==> config.mk <==
export PLATFORM = sky130hd
export DESIGN_NAME = factory_record_validator
export DESIGN_NICKNAME = d
export VERILOG_FILES = /design/src/hdl/frv_pkg.sv /design/src/hdl/factory_record_validator.sv /design/src/hdl/frv_regs.sv
export SDC_FILE = /design/constraint.sdc
export NUM_CORES = 1
export LEC_CHECK = 0
export ABC_AREA = 1
export BUFFER_PORTS_ARGS = -buffer_cell sky130_fd_sc_hd__buf_2
export CELL_PAD_IN_SITES_DETAIL_PLACEMENT = 0
export CELL_PAD_IN_SITES_GLOBAL_PLACEMENT = 2
export CORE_MARGIN = 1
export CORE_UTILIZATION = 39
export CTS_BUF_LIST = sky130_fd_sc_hd__clkbuf_2 sky130_fd_sc_hd__clkbuf_4 sky130_fd_sc_hd__clkbuf_8
export DETAILED_ROUTE_END_ITERATION = 7
export PLACE_DENSITY_LB_ADDON = 0.1
export SYNTH_ARGS = -nofsm -noshare
export SYNTH_HDL_FRONTEND = slang
export SYNTH_SLANG_ARGS = --single-unit
==> constraint.sdc <==
create_clock -name clk -period 7.25 [get_ports clk]
set_clock_uncertainty 0.2 [all_clocks]
set_input_delay 1.0875 -clock clk [delete_from_list [all_inputs] [get_ports clk]]
set_output_delay 1.0875 -clock clk [all_outputs]
set_load 0.01 [all_outputs]
==> src/hdl/frv_pkg.sv <==
// Shared types, constants and the byte-wide CRC-32 step for the record validator.
// No dependencies; imported by frv_regs and factory_record_validator.
package frv_pkg;

  localparam int DEF_MAX_NAME_LEN    = 64;
  localparam int DEF_MAX_DATASET_LEN = 254;

  localparam logic [15:0] HDR_BYTES = 16'd10;
  localparam logic [15:0] TRAILER_BYTES = 16'd4;
  localparam logic [15:0] POS_VERSION = 16'd4;
  localparam logic [15:0] POS_NAME_LEN = 16'd5;
  localparam logic [15:0] POS_DS_LO = 16'd6;
  localparam logic [15:0] POS_DS_HI = 16'd7;
  localparam logic [15:0] POS_PORT_LO = 16'd8;
  localparam logic [15:0] POS_PORT_HI = 16'd9;
  localparam logic [15:0] MAGIC_BYTES = 16'd4;

  localparam logic [7:0] MAGIC [4] = '{8'h54, 8'h58, 8'h4E, 8'h31};
  localparam logic [7:0] CHAR_LO = 8'h21;  // '!'
  localparam logic [7:0] CHAR_HI = 8'h7E;  // '~'

  localparam logic [31:0] CRC_INIT = 32'hFFFF_FFFF;
  localparam logic [31:0] CRC_POLY = 32'hEDB8_8320;

  localparam logic [7:0] VERSION_RESET = 8'd1;

  // register indexes
  localparam logic REG_VERSION = 1'b0;

  typedef enum logic [2:0] {
    PH_IDLE   = 3'd0,
    PH_HEADER = 3'd1,
    PH_NAME   = 3'd2,
    PH_DATA   = 3'd3,
    PH_CRC    = 3'd4
  } phase_t;

  typedef enum logic [2:0] {
    ST_OK      = 3'd0,
    ST_MAGIC   = 3'd1,
    ST_VERSION = 3'd2,
    ST_LENGTH  = 3'd3,
    ST_NAME    = 3'd4,
    ST_CRC     = 3'd5
  } status_t;

  // reflected CRC-32, one byte, LSB first
  function automatic logic [31:0] crc_byte(input logic [31:0] crc_in, input logic [7:0] b);
    logic [31:0] c;
    c = crc_in ^ {24'h0, b};
    for (int i = 0; i < 8; i++) begin
      if (c[0]) begin
        c = (c >> 1) ^ CRC_POLY;
      end else begin
        c = c >> 1;
      end
    end
    return c;
  endfunction

endpackage

==> src/hdl/factory_record_validator.sv <==
// Top level of the framed record validator: byte parser, header checks and CRC-32.
// Depends on frv_pkg and frv_regs.
//
//  channel  | direction | handshake           | payload
//  in_      | input     | in_valid/in_ready   | in_data_byte, in_record_start
//  out_     | output    | out_valid/out_ready | out_status, out_name_length,
//           |           |                     | out_dataset_length, out_service_port
//  cfg      | input     | psel/penable/pready | paddr, pwdata, prdata
//
// One byte per cycle while the output is not stalled: an input register feeds the
// parser and CRC step; the result of a record's last byte goes to the output register.
// A byte leaves the input register whenever the output register is empty or is being
// taken, so a stalled output holds at most one byte in the input register.
// Reset is synchronous, active low, and clears the parser to idle; no clearing pass.
module factory_record_validator import frv_pkg::*; #(
  parameter int MAX_NAME_LEN    = DEF_MAX_NAME_LEN,
  parameter int MAX_DATASET_LEN = DEF_MAX_DATASET_LEN
) (
  input  logic        clk,
  input  logic        rst_n,
  input  logic        in_valid,
  output logic        in_ready,
  input  logic [7:0]  in_data_byte,
  input  logic        in_record_start,
  output logic        out_valid,
  input  logic        out_ready,
  output logic [2:0]  out_status,
  output logic [6:0]  out_name_length,
  output logic [7:0]  out_dataset_length,
  output logic [15:0] out_service_port,
  input  logic        psel,
  input  logic        penable,
  input  logic        pwrite,
  input  logic [2:0]  paddr,
  input  logic [31:0] pwdata,
  output logic [31:0] prdata,
  output logic        pready
);

  logic [7:0] expected_version;

  frv_regs u_regs (
    .clk              (clk),
    .rst_n            (rst_n),
    .psel             (psel),
    .penable          (penable),
    .pwrite           (pwrite),
    .paddr            (paddr),
    .pwdata           (pwdata),
    .prdata           (prdata),
    .pready           (pready),
    .expected_version (expected_version)
  );

  // input register
  logic       in_vld_r;
  logic [7:0] in_byte_r;
  logic       in_start_r;
  logic       proc_go;

  // parser state
  phase_t      phase_r, phase_nxt;
  logic [15:0] pos_r, pos_nxt;
  logic [7:0]  name_r, name_nxt;
  logic [15:0] ds_r, ds_nxt;
  logic [15:0] port_r, port_nxt;
  logic [31:0] crc_r, crc_nxt;
  logic [31:0] stored_r, stored_nxt;

  // output register
  logic        out_vld_r;
  status_t     status_r;
  logic [6:0]  name_out_r;
  logic [7:0]  ds_out_r;
  logic [15:0] port_out_r;

  // effective state after a possible restart
  phase_t      eff_phase;
  logic [15:0] eff_pos, pos_inc;
  logic [7:0]  eff_name;
  logic [15:0] eff_ds, eff_port;
  logic [31:0] eff_crc, eff_stored, crc_upd;
  logic [15:0] ds_full, port_full;

  logic    fail, done, fin;
  status_t res_status;

  assign proc_go  = in_vld_r && (!out_vld_r || out_ready);
  assign in_ready = !in_vld_r || proc_go;

  always_ff @(posedge clk) begin
    if (!rst_n) begin
      in_vld_r <= 1'b0;
    end else if (in_valid && in_ready) begin
      in_vld_r <= 1'b1;
    end else if (proc_go) begin
      in_vld_r <= 1'b0;
    end
  end

  always_ff @(posedge clk) begin
    if (in_valid && in_ready) begin
      in_byte_r  <= in_data_byte;
      in_start_r <= in_record_start;
    end
  end

  assign eff_phase  = in_start_r ? PH_HEADER : phase_r;
  assign eff_pos    = in_start_r ? 16'h0 : pos_r;
  assign eff_name   = in_start_r ? 8'h0 : name_r;
  assign eff_ds     = in_start_r ? 16'h0 : ds_r;
  assign eff_port   = in_start_r ? 16'h0 : port_r;
  assign eff_crc    = in_start_r ? CRC_INIT : crc_r;
  assign eff_stored = in_start_r ? 32'h0 : stored_r;
  assign pos_inc    = eff_pos + 16'd1;
  assign crc_upd    = crc_byte(eff_crc, in_byte_r);
  assign ds_full    = {in_byte_r, eff_ds[7:0]};
  assign port_full  = {in_byte_r, eff_port[7:0]};
  assign stored_nxt = {in_byte_r, eff_stored[31:8]};

  // checks and result status
  always_comb begin
    fail       = 1'b0;
    done       = 1'b0;
    res_status = ST_OK;
    case (eff_phase)
      PH_HEADER: begin
        if (eff_pos < MAGIC_BYTES) begin
          if (in_byte_r != MAGIC[eff_pos[1:0]]) begin
            fail       = 1'b1;
            res_status = ST_MAGIC;
          end
        end else if (eff_pos == POS_VERSION) begin
          if (in_byte_r != expected_version) begin
            fail       = 1'b1;
            res_status = ST_VERSION;
          end
        end else if (eff_pos == POS_NAME_LEN) begin
          if (in_byte_r == 8'h0 || 32'(in_byte_r) > MAX_NAME_LEN) begin
            fail       = 1'b1;
            res_status = ST_LENGTH;
          end
        end else if (eff_pos == POS_DS_HI) begin
          if (ds_full == 16'h0 || 32'(ds_full) > MAX_DATASET_LEN) begin
            fail       = 1'b1;
            res_status = ST_LENGTH;
          end
        end else if (eff_pos == POS_PORT_HI) begin
          if (port_full == 16'h0) begin
            fail       = 1'b1;
            res_status = ST_LENGTH;
          end
        end
      end
      PH_NAME: begin
        if (in_byte_r < CHAR_LO || in_byte_r > CHAR_HI) begin
          fail       = 1'b1;
          res_status = ST_NAME;
        end
      end
      PH_CRC: begin
        if (pos_inc >= TRAILER_BYTES) begin
          done       = 1'b1;
          res_status = ((~eff_crc) == stored_nxt) ? ST_OK : ST_CRC;
        end
      end
      default: ;
    endcase
  end

  assign fin = fail || done;

  // next phase and byte position
  always_comb begin
    phase_nxt = eff_phase;
    pos_nxt   = pos_inc;
    if (fin) begin
      phase_nxt = PH_IDLE;
      pos_nxt   = 16'h0;
    end else begin
      case (eff_phase)
        PH_HEADER: begin
          if (pos_inc >= HDR_BYTES) begin
            phase_nxt = PH_NAME;
            pos_nxt   = 16'h0;
          end
        end
        PH_NAME: begin
          if (pos_inc >= {8'h0, eff_name}) begin
            phase_nxt = PH_DATA;
            pos_nxt   = 16'h0;
          end
        end
        PH_DATA: begin
          if (pos_inc >= eff_ds) begin
            phase_nxt = PH_CRC;
            pos_nxt   = 16'h0;
          end
        end
        PH_CRC: ;
        default: begin
          phase_nxt = PH_IDLE;
          pos_nxt   = eff_pos;
        end
      endcase
    end
  end

  // header fields and CRC
  always_comb begin
    name_nxt = eff_name;
    ds_nxt   = eff_ds;
    port_nxt = eff_port;
    crc_nxt  = eff_crc;
    case (eff_phase)
      PH_HEADER: begin
        crc_nxt = crc_upd;
        if (eff_pos == POS_NAME_LEN) begin
          name_nxt = in_byte_r;
        end else if (eff_pos == POS_DS_LO) begin
          ds_nxt = {8'h0, in_byte_r};
        end else if (eff_pos == POS_DS_HI) begin
          ds_nxt = ds_full;
        end else if (eff_pos == POS_PORT_LO) begin
          port_nxt = {8'h0, in_byte_r};
        end else if (eff_pos == POS_PORT_HI) begin
          port_nxt = port_full;
        end
      end
      PH_NAME: begin
        if (!fail) begin
          crc_nxt = crc_upd;
        end
      end
      PH_DATA: crc_nxt = crc_upd;
      default: ;
    endcase
  end

  always_ff @(posedge clk) begin
    if (!rst_n) begin
      phase_r <= PH_IDLE;
      pos_r   <= 16'h0;
    end else if (proc_go) begin
      phase_r <= phase_nxt;
      pos_r   <= pos_nxt;
    end
  end

  always_ff @(posedge clk) begin
    if (proc_go) begin
      name_r <= name_nxt;
      ds_r   <= ds_nxt;
      port_r <= port_nxt;
      crc_r  <= crc_nxt;
      if (eff_phase == PH_CRC) begin
        stored_r <= stored_nxt;
      end else begin
        stored_r <= eff_stored;
      end
    end
  end

  always_ff @(posedge clk) begin
    if (!rst_n) begin
      out_vld_r <= 1'b0;
    end else if (proc_go && fin) begin
      out_vld_r <= 1'b1;
    end else if (out_ready) begin
      out_vld_r <= 1'b0;
    end
  end

  always_ff @(posedge clk) begin
    if (proc_go && fin) begin
      status_r <= res_status;
      if (res_status == ST_OK) begin
        name_out_r <= eff_name[6:0];
        ds_out_r   <= eff_ds[7:0];
        port_out_r <= eff_port;
      end else begin
        name_out_r <= 7'h0;
        ds_out_r   <= 8'h0;
        port_out_r <= 16'h0;
      end
    end
  end

  assign out_valid          = out_vld_r;
  assign out_status         = status_r;
  assign out_name_length    = name_out_r;
  assign out_dataset_length = ds_out_r;
  assign out_service_port   = port_out_r;

  // a failed record reports no header values
  a_err_zero: assert property (@(posedge clk) disable iff (!rst_n)
    (out_vld_r && status_r != ST_OK) |->
      (name_out_r == 7'h0 && ds_out_r == 8'h0 && port_out_r == 16'h0))
    else $error("nonzero header fields on error status");

  // a byte held back by a full output stays in the input register
  a_in_hold: assert property (@(posedge clk) disable iff (!rst_n)
    (in_vld_r && !proc_go) |=> (in_vld_r && $stable(in_byte_r) && $stable(in_start_r)))
    else $error("input register lost a byte");

  // idle parser always sits at position zero
  a_idle_pos: assert property (@(posedge clk) disable iff (!rst_n)
    (phase_r == PH_IDLE) |-> (pos_r == 16'h0))
    else $error("idle parser with nonzero position");

  // a new result is loaded only into an empty or draining output register
  a_no_overwrite: assert property (@(posedge clk) disable iff (!rst_n)
    (out_vld_r && !out_ready) |=> (out_vld_r && $stable(status_r)))
    else $error("pending result overwritten");

endmodule

==> src/hdl/frv_regs.sv <==
// APB-style configuration register file for the record validator.
// Depends on frv_pkg for register indexes and reset values.
module frv_regs import frv_pkg::*; (
  input  logic        clk,
  input  logic        rst_n,
  input  logic        psel,
  input  logic        penable,
  input  logic        pwrite,
  input  logic [2:0]  paddr,
  input  logic [31:0] pwdata,
  output logic [31:0] prdata,
  output logic        pready,
  output logic [7:0]  expected_version
);

  logic [7:0] version_r;
  logic       reg_idx;
  logic       wr_en;

  assign reg_idx = paddr[2];
  assign pready  = 1'b1;
  assign wr_en   = psel && penable && pwrite && pready;

  always_ff @(posedge clk) begin
    if (!rst_n) begin
      version_r <= VERSION_RESET;
    end else if (wr_en && (reg_idx == REG_VERSION)) begin
      version_r <= pwdata[7:0];
    end
  end

  always_comb begin
    case (reg_idx)
      REG_VERSION: prdata = {24'h0, version_r};
      default:     prdata = 32'h0;
    endcase
  end

  assign expected_version = version_r;

endmodule
Yosys cells after proc, flatten, opt, wreduce, memory -nomap -nowiden
Index checks and enable logic that the tools add are counted.
W data, S select, Z words.
{"block": "totals", "in_bits": 51, "ff_bits": 168}
{"block": "classes", "mux": 76, "order_cmp": 10, "n_bitwise": 12, "n_eq_ne": 13, "reduce_logical": 21, "add_sub_neg": 1}
{"op": "$mux W32", "n": 12}
{"op": "$mux W16", "n": 17}
{"op": "$not A13 Y14", "n": 8}
{"op": "$eq A16 B3 Y1 const B", "n": 4}
{"op": "$pmux W16 S4", "n": 1}
{"op": "$pmux W32 S2", "n": 1}
{"op": "$mux W8", "n": 6}
{"op": "$mux W3", "n": 12}
{"op": "$eq A16 B4 Y1 const B", "n": 2}
{"op": "$eq A32 B32 Y1", "n": 1}
{"op": "$logic_not A16 Y1", "n": 2}
{"op": "$not A32 Y32", "n": 1}
{"op": "$xor A32 B8 Y32", "n": 1}
{"op": "$mux W1", "n": 18}
{"op": "$add A16 B1 Y16 const B", "n": 1}
{"op": "$bmux W8 S2", "n": 1}
{"op": "$ge A16 B16 Y1", "n": 1}
{"op": "$ge A16 B3 Y1 const B", "n": 1}
{"op": "$ge A16 B4 Y1 const B", "n": 1}
{"op": "$ge A16 B8 Y1", "n": 1}
{"op": "$gt A16 B8 Y1 const B", "n": 1}
{"op": "$gt A8 B7 Y1 const B", "n": 2}
{"op": "$lt A16 B3 Y1 const B", "n": 1}
{"op": "$ne A8 B8 Y1", "n": 2}
{"op": "other kinds (18)", "n": 35}

Depth between registers and ports, before layout
Gate-level depths: netlist of run 1.
{"block": "depth", "depth_word": 20, "ltp_mapped": 30}

Hierarchy
From an unflattened synthesis of run 1, not the netlist that was laid out.
{"block": "unflattened", "cells_unflattened": 1484, "hier_area_um2": 11905.2}
{"module": "factory_record_validator", "cells_per_inst": 1386, "n_inst": 1, "area_per_inst_um2": 11247.0}
{"module": "frv_regs", "cells_per_inst": 98, "n_inst": 1, "area_per_inst_um2": 658.1}

Worst setup path before layout of run 1
OpenSTA, ideal clock, no wires.
{"block": "synth_path", "path_type": "input-to-reg", "start": "input port out_ready", "end": "register ds_out_r[0], in the netlist out_dataset_length[0] (enable)", "path_slack_ps": 2492, "cell_stages": 6, "path_buffers": 0, "setup_ps": 389, "t_arrival_ps": 4170, "cell_sequence": "inv_1 > nand2_1 > nand2_1 > inv_1 > nand2_1 > inv_1"}
{"block": "synth_via", "elab_chain_cells": 3}
{"item": "start: declaration", "line": "factory_record_validator.sv:26", "rtl": "input logic out_ready,"}
{"item": "$logic_or A1 B1 Y1", "line": "factory_record_validator.sv:88", "rtl": "assign proc_go = in_vld_r && (!out_vld_r || out_ready);"}
{"item": "$logic_and A1 B1 Y1", "line": "factory_record_validator.sv:88"}
{"item": "via proc_go", "line": "factory_record_validator.sv:59", "rtl": "logic proc_go;"}
{"item": "$logic_and A1 B1 Y1", "line": "factory_record_validator.sv:275", "rtl": "if (proc_go && fin) begin"}
{"item": "end signal: assignment", "line": "factory_record_validator.sv:279", "rtl": "ds_out_r <= eff_ds[7:0];"}
{"item": "end: declaration", "line": "factory_record_validator.sv:74", "rtl": "logic [7:0] ds_out_r;"}
The timed path passes the listed nets, and every way through them passes these cells.
A chain may end at the register's enable or synchronous reset.

Final worst setup path of run 1
{"block": "layout_path", "start": "register in_start_r", "end": "register port_out_r[1], in the netlist out_service_port[1] (enable)"}
{"block": "layout_via", "elab_chain_cells": 11, "elab_cells_between_ends": 36, "classes_between": "add/sub: 1; order compare: 3; eq/ne: 8; mux: 18; bitwise: 1; reduce/logical: 5"}
{"item": "start: declaration", "line": "factory_record_validator.sv:58", "rtl": "logic in_start_r;"}
{"item": "start signal: assignment", "line": "factory_record_validator.sv:104", "rtl": "in_start_r <= in_record_start;"}
{"item": "branches (longest 9 deep; another with $add A16 B1 Y16)"}
{"item": "$logic_or A1 B1 Y1 *", "line": "factory_record_validator.sv:171", "rtl": "assign fin = fail || done;"}
{"item": "$logic_and A1 B1 Y1 *", "line": "factory_record_validator.sv:275"}
{"item": "end signal: assignment", "line": "factory_record_validator.sv:280", "rtl": "port_out_r <= eff_port;"}
{"item": "end: declaration", "line": "factory_record_validator.sv:75", "rtl": "logic [15:0] port_out_r;"}
Every way passes the cells marked *. The select of a mux whose other input is x is not followed.

==> results of run 1 <==
## synthesized netlist by cell type (20+ instances only)
master / count
inv_1: 174
xnor2_1: 24
nand3_1: 66
buf_4: 30
buf_2: 20
a21oi_1: 82
nor2_1: 162
dfxtp_1: 29
ha_1: 29
o21ai_0: 87
edfxtp_1: 139
nand2_1: 372
nand4_1: 21
xor2_1: 50
clkbuf_1: 29
## kinds of logic (layout without fill, tap and decap cells)
| kind of cell | Yosys count | in the layout | synth area share [%] |
|---|---|---|---|
| compound gates | 239 | 239 | 12.1 |
| xor+xnor | 79 | 79 | 6.60 |
| fa+ha+maj | 29 | 29 | 3.19 |
| buf+inv | 269 | 302 | 10.3 |
| flops | 168 | 168 | 41.8 |
| mux | 2 | 2 | 0.198 |
| other cells | 2 | 25 | 0.0660 |
| simple gates | 685 | 685 | 25.8 |
## worst reg2reg max path, cell delays in order (launching register included)
cell      delay, ns
edfxtp_1       0.33
buf_4          0.42
inv_2          0.11
buf_4          0.29
o21ai_1        0.13
buf_4          0.25
inv_2          0.05
buf_4          0.22
nor2_2         0.40
o21ai_0        0.20
nand2_1        0.18
a21oi_4        0.10
nand2_4        0.33
inv_2          0.23
nand2_1        0.10
nand2_1        0.12
inv_1          0.10
buf_4          0.39
## sequential cells by signal, summed over array words and instances, names as in the netlist
name / count
out_valid: 1
name_r: 8
out_status: 3
port_r: 16
crc_r: 32
pos_r: 16
out_service_port: 16
out_name_length: 7
stored_r: 24
in_byte_r: 8
in_start_r: 1
ds_r: 16
out_dataset_length: 8
phase_r: 3
u_regs.expected_version: 8
in_vld_r: 1
## worst paths after layout
path / slack, ns / endpoint / start
worst min-delay path: 0.28 / pos_r[15] / pos_r[15]
worst max-delay path: 2.72 / out_service_port[1] / in_start_r
worst max register to register: 2.72 / out_service_port[1] / in_start_r
worst min register to register: 0.28 / pos_r[15] / pos_r[15]
## layer usage
layer | part of all wire (%) | GRT usage, %
met1 | 48 | 33.4
met2 | 46 | 37.6
met3 | 4.4 | 3.47
met4 | 1.6 | 6.01
met5 | 0 | 0
## layout make-up
| class | count | area (µm²) |
|---|---|---|
| clock inverter | 13 | 143 |
| clock buffer | 19 | 249 |
| inverter | 184 | 693 |
| sequential | 168 | 4750 |
| tap | 384 | 480 |
| fill | 3043 | 16400 |
| multi-input combinational | 1059 | 5550 |
| timing repair buffer | 86 | 475 |
## through the flow
| stage | util, % | area [µm²] |
|---|---|---|
| 2_1_floorplan | - | 11500 |
| 3_3_place_gp | 41.6 | 12000 |
| 3_5_place_dp | 41.6 | 12000 |
| 4_1_cts | 43.0 | 12300 |
| 5_1_grt | 43.0 | 12300 |
| 6_report | 43.0 | 12300 |
## power breakdown
group          leakage, µW  switching [µW]  total, µW  internal, µW
sequential         0.00156            30.5       1150          1120
combinational      0.00361             369        554           185
clock             0.000205             395        713           319
==> out/results.tsv, run 1 <==
stage	metric	value	unit
hold_path	worstHoldPathType	reg2reg	
synth	avgSynthCellArea	7.73	µm²
placement	port_buffers	68	
worst_setup_path	crit_fanout	34	
worst_setup_path	worst-setup-path-type	reg2reg	
layout	nets	1596	
routing	route.detailed.drc	0	
worst_setup_path	end_kind	flip-flop	
clock_tree	post_cts_buffers	0	
layout	drive_above_1_share	11.4	%
sta	min_period	4.53	ns
routing	ant_nets	0	
synth	synth_area_leaders	edfxtp_1 (37%), nand2_1 (12%), inv_1 (5.7%)	
synth	synth_top_cell_by_area	edfxtp_1	
worst_setup_path	critPathMostFrequentCell	buf_4	
worst_setup_path	crit_cells	17	
clock_tree	htree_num_levels	4	
placement	gp_congestion	0.839	
synth	yosysTopAreaCellShare	36.7	%
sta	maxSlewViolCount	0	
clock_tree	cts_buffer_depth	2	
floorplanning	coreArea	28700	µm²
synth	synth_area	11400	µm²
sta	worst_slack	2.72	ns
sta	worst_pin_slew	1.24	ns
routing	dr.pass1.iters	5	
worst_setup_path	cp.arrival	4.46	ns
routing	wl_per_cell	17.9	µm
worst_setup_path	crit_path_top_delay_cell	buf_4	
clock_tree	clkSinkCount	168	
grt	grt_pass1_vias	9192	
worst_setup_path	cp_slowest_stage_delay	0.42	ns
hold_path	hold_depth	2	
grt	grt_usage	23.6	%
clock_tree	post_cts_resized	0	
grt	grt-ovfl-total	0	
layout	layout_commonest_cell	nand2_1	
worst_setup_path	critPathLaunchType	flip-flop	
synth	ys_ff_latch	168	
pwr	power	2410	µW
sta	final-setup-viol-count	0	
worst_setup_path	crit_buf_inv	9	
synth	synth_cells	1473	
sta	rsz0062_at_grt	false	
sta	slew_headroom	17.2	%
floorplanning	num_rows	62	
layout	mostFrequentLayoutCells	nand2_1 (372), inv_1 (173), nor2_1 (162)	
clock_tree	clock_latency	0.49	ns
worst_setup_path	crit_path_cell_trace	buf_4, inv_2, buf_4, o21ai_1, buf_4, inv_2, buf_4, nor2_2, o21ai_0, nand2_1, a21oi_4, nand2_4, inv_2, nand2_1, nand2_1, inv_1, buf_4	
sta	min_period_over_period	62.5	%
placement	post-place-ws	2.75	ns
clock_tree	root_buffer	clkbuf_8	
worst_setup_path	cp_data_required_time	7.18	ns
placement	hpwl	24400	µm
clock_tree	tritoncts	done	
floorplanning	initial_core_util	39.7	%
sta	hold_slack	0.279	ns
placement	dp.cells	1881	
floorplanning	die_h	173	µm
status	status	completed	
clock_tree	cts.clk_slew.worst_paths	0.11	ns
synth	ys_warn_count	0	
grt	antenna_found_initial	0	
layout	area_growth_syn_to_layout	8.38	%
floorplanning	die_w	173	µm
routing	vias	9670	
routing	vias_per_cell	5.05	
clock_tree	postCtsHoldBufs	0	
synth	synth_edf_count	139	
synth	synth.distinct_cells	55	
worst_setup_path	crit_family	buffers and inverters	
pwr	powerDensity	196	nW/µm²
clock_tree	cts_buffers	17	
grt	grt_pass1_wl	54100	µm
worst_setup_path	ff2ff_path_depth	17	
pwr	max-vdd-ir-drop	0.000103	V
sta	fmax	0.221	GHz
synth	synthArstFlopShare	0	%
flow_run	maxCapViolCount	0	
synth	yosys_most_used_dff	edfxtp_1	
synth	yosysSeqAreaShare	41.8	%
sta	setup_tns	0	ns
routing	drt-total-wl	34200	µm
layout	diodes	0	
grt	grt_max_degree	52	
layout	instances_no_fill	1913	
routing	drtIter0Drc	649	
sta	final-hold-violation-count	0	
floorplanning	dieArea	29900	µm²
pwr	power.leakage	0.00538	µW
floorplanning	io_pins	120	
Note: power is estimated with default switching activity, not from simulation.
==> run 2: changes to the inputs <==
- CORE_UTILIZATION: 39 -> 33
- clock period: 7.25 -> 3.8 ns (I/O delays scaled with it)
==> run 2 against run 1 <==
Via count grew 2.1%. Critical path type unchanged. Final cell count grew 5.8%. Flip-flop and latch count is the same. Routed wire length grew 6.2%. Hold slack lost 0.24 ns. Sequential share of layout area shrank 1.6 points. Clock power grew 82%. First-iteration DRC count grew 5.2%. Global-route usage shrank 2.5 points. Highest routed layer unchanged. Final area grew 4.3%. Utilization shrank 4.9 points. Total power grew 92%.
==> out/results.tsv, run 2 (synthesis results as in run 1) <==
stage	metric	value	unit	change
status	status	completed		
placement	hpwl	26300	µm	+7.9%
sta	final-hold-violation-count	0		unchanged
sta	setup_tns	0	ns	unchanged
worst_setup_path	crit_path_top_delay_cell	edfxtp_1		
sta	final-setup-viol-count	0		unchanged
routing	vias	9871		+2.1%
clock_tree	root_buffer	clkbuf_8		
floorplanning	io_pins	120		unchanged
grt	antenna_found_initial	0		unchanged
worst_setup_path	critPathLaunchType	flip-flop		
layout	layout_commonest_cell	nand2_1		
floorplanning	die_w	188	µm	+8.6%
worst_setup_path	cp_slowest_stage_delay	0.47	ns	+0.05 ns
grt	grt_max_degree	82		+58%
layout	regArea	4750	µm²	unchanged
routing	ant_nets	0		unchanged
routing	wl_per_cell	18.0	µm	+0.35%
routing	drt-total-wl	36300	µm	+6.2%
sta	min_period_over_period	92.6	%	+30 points
layout	drive_above_1_share	14.5	%	+3.1 points
routing	vias_per_cell	4.88		-3.5%
clock_tree	clock_latency	0.51	ns	+0.02 ns
hold_path	worstHoldPathType	in2reg		
clock_tree	htree_num_levels	4		unchanged
clock_tree	cts_buffers	17		unchanged
floorplanning	initial_core_util	33.7	%	-6.0 points
sta	fmax	0.284	GHz	+29%
clock_tree	cts_buffer_depth	2		unchanged
pwr	power.leakage	0.00559	µW	+3.9%
sta	worst_pin_slew	0.874	ns	-0.367 ns
layout	fillers	3627		+19%
grt	grt-ovfl-total	0		unchanged
grt	grt_usage	21.1	%	-2.5 points
sta	maxSlewViolCount	0		unchanged
routing	route.detailed.drc	0		unchanged
flow_run	maxCapViolCount	0		unchanged
sta	slew_headroom	41.7	%	+24 points
layout	nets	1643		+2.9%
floorplanning	coreArea	33800	µm²	+18%
placement	port_buffers	68		unchanged
worst_setup_path	end_kind	flip-flop		
layout	largest_reg_flops	32		unchanged
clock_tree	cts.clk_slew.worst_paths	0.10	ns	about the same
clock_tree	clkSinkCount	168		unchanged
layout	diodes	0		unchanged
layout	area_growth_syn_to_layout	13.1	%	
floorplanning	die_h	188	µm	+8.6%
layout	top_register	crc_r		
worst_setup_path	crit_path_cell_trace	inv_4, nand2_1, inv_2, ha_4, nand4_1, buf_4, xor2_1, inv_1, buf_4, ha_1, nand2_1, inv_1, nand2_1, nand2_1, nand2_1, nand2_1, nor2_2, nand2_1, nand3_1, buf_4, nand2_1, nand2_1, nand2_1, a21oi_1		
pwr	powerDensity	359	nW/µm²	+84%
worst_setup_path	cp.arrival	3.73	ns	-0.73 ns
clock_tree	tritoncts	done		
placement	gp_congestion	0.860		+2.4%
layout	multi_input_area	5570	µm²	+0.47%
worst_setup_path	crit_fanout	8		-76%
routing	drtIter0Drc	683		+5.2%
sta	rsz0062_at_grt	false		
layout	mostFrequentLayoutCells	nand2_1 (372), inv_1 (170), nor2_1 (159)		
pwr	max-vdd-ir-drop	0.000225	V	+120%
worst_setup_path	cp_data_required_time	4.01	ns	-3.17 ns
pwr	power	4630	µW	+92%
grt	grt_pass1_wl	56000	µm	+3.7%
sta	min_period	3.52	ns	-1.01 ns
floorplanning	dieArea	35300	µm²	+18%
routing	dr.pass1.iters	5		unchanged
grt	grt_pass1_vias	9372		+2.0%
floorplanning	num_rows	67		+8.1%
worst_setup_path	critPathMostFrequentCell	nand2_1		
layout	reg_top3	crc_r x32, stored_r x24		
worst_setup_path	worst-setup-path-type	reg2reg		
==> run 2: final cells by class <==
type                            instances  area share (%)
Tap cell                              448            4.35
Clock buffer                           17            1.82
Sequential cell                       168            36.9
Clock inverter                         15            1.22
Multi-Input combinational cell       1059            43.3
Timing Repair Buffer                  133            6.94
Inverter                              184            5.44
==> run 2: worst max-delay path: cells and delay by family (launching register included) <==
family | cells | cell delay [ns]
and+or+nand+nor | 13 | 1.06
buffers and inverters | 7 | 0.93
DFF | 1 | 0.47
adders and majority gates | 2 | 0.43
xor gates and xnor gates | 1 | 0.19
AOI/OAI and AO/OA | 1 | 0.12
==> run 2: layer usage <==
metal / up-vias / GRT usage [%] / wire length (µm) / share of wire (%)
li1: 4987 / - / - / -
met1: 4617 / 29.7 / 17800 / 49
met2: 239 / 33.3 / 16300 / 45
met3: 28 / 3.89 / 1770 / 4.9
met4: 0 / 4.91 / 425 / 1.2
met5: - / 0 / 0 / 0
==> run 2: final timing paths <==
check        slack [ns]             from            to  depth (start not counted)
max reg2reg        0.28       in_start_r      pos_r[6]                         24
min reg2reg        0.29        pos_r[15]     pos_r[15]                          2
max                0.28       in_start_r      pos_r[6]                         24
min                0.04  in_data_byte[2]  in_byte_r[2]                          1
==> run 2: power by group <==
| group | internal, µW | switching (µW) |
|---|---|---|
| sequential | 2130 | 41.4 |
| combinational | 404 | 754 |
| clock | 487 | 813 |
==> run 2: through the flow <==
stage | std cells | worst slack (ns) | util, % | hold WS [ns] | instance area, µm²
2_1_floorplan | 1496 | 0.0142 | - | 0.245 | 11500
4_1_cts | 2021 | 0.181 | 38.0 | 0.00323 | 12800
5_1_grt | 2024 | 0.00326 | 38.1 | 0.000931 | 12900
6_report | 2024 | 0.283 | 38.1 | 0.0427 | 12900
3_3_place_gp | 1989 | 0.210 | 36.8 | 0.271 | 12400
3_5_place_dp | 1989 | 0.215 | 36.8 | 0.275 | 12400
==> run 2: repair_timing <==
item                       in CTS  in global routing
gates resized for setup         0                  7
hold endpoints to repair        0                  1
setup buffers                   0                  2
hold buffers                    0                  1
setup endpoints to repair       0                 19
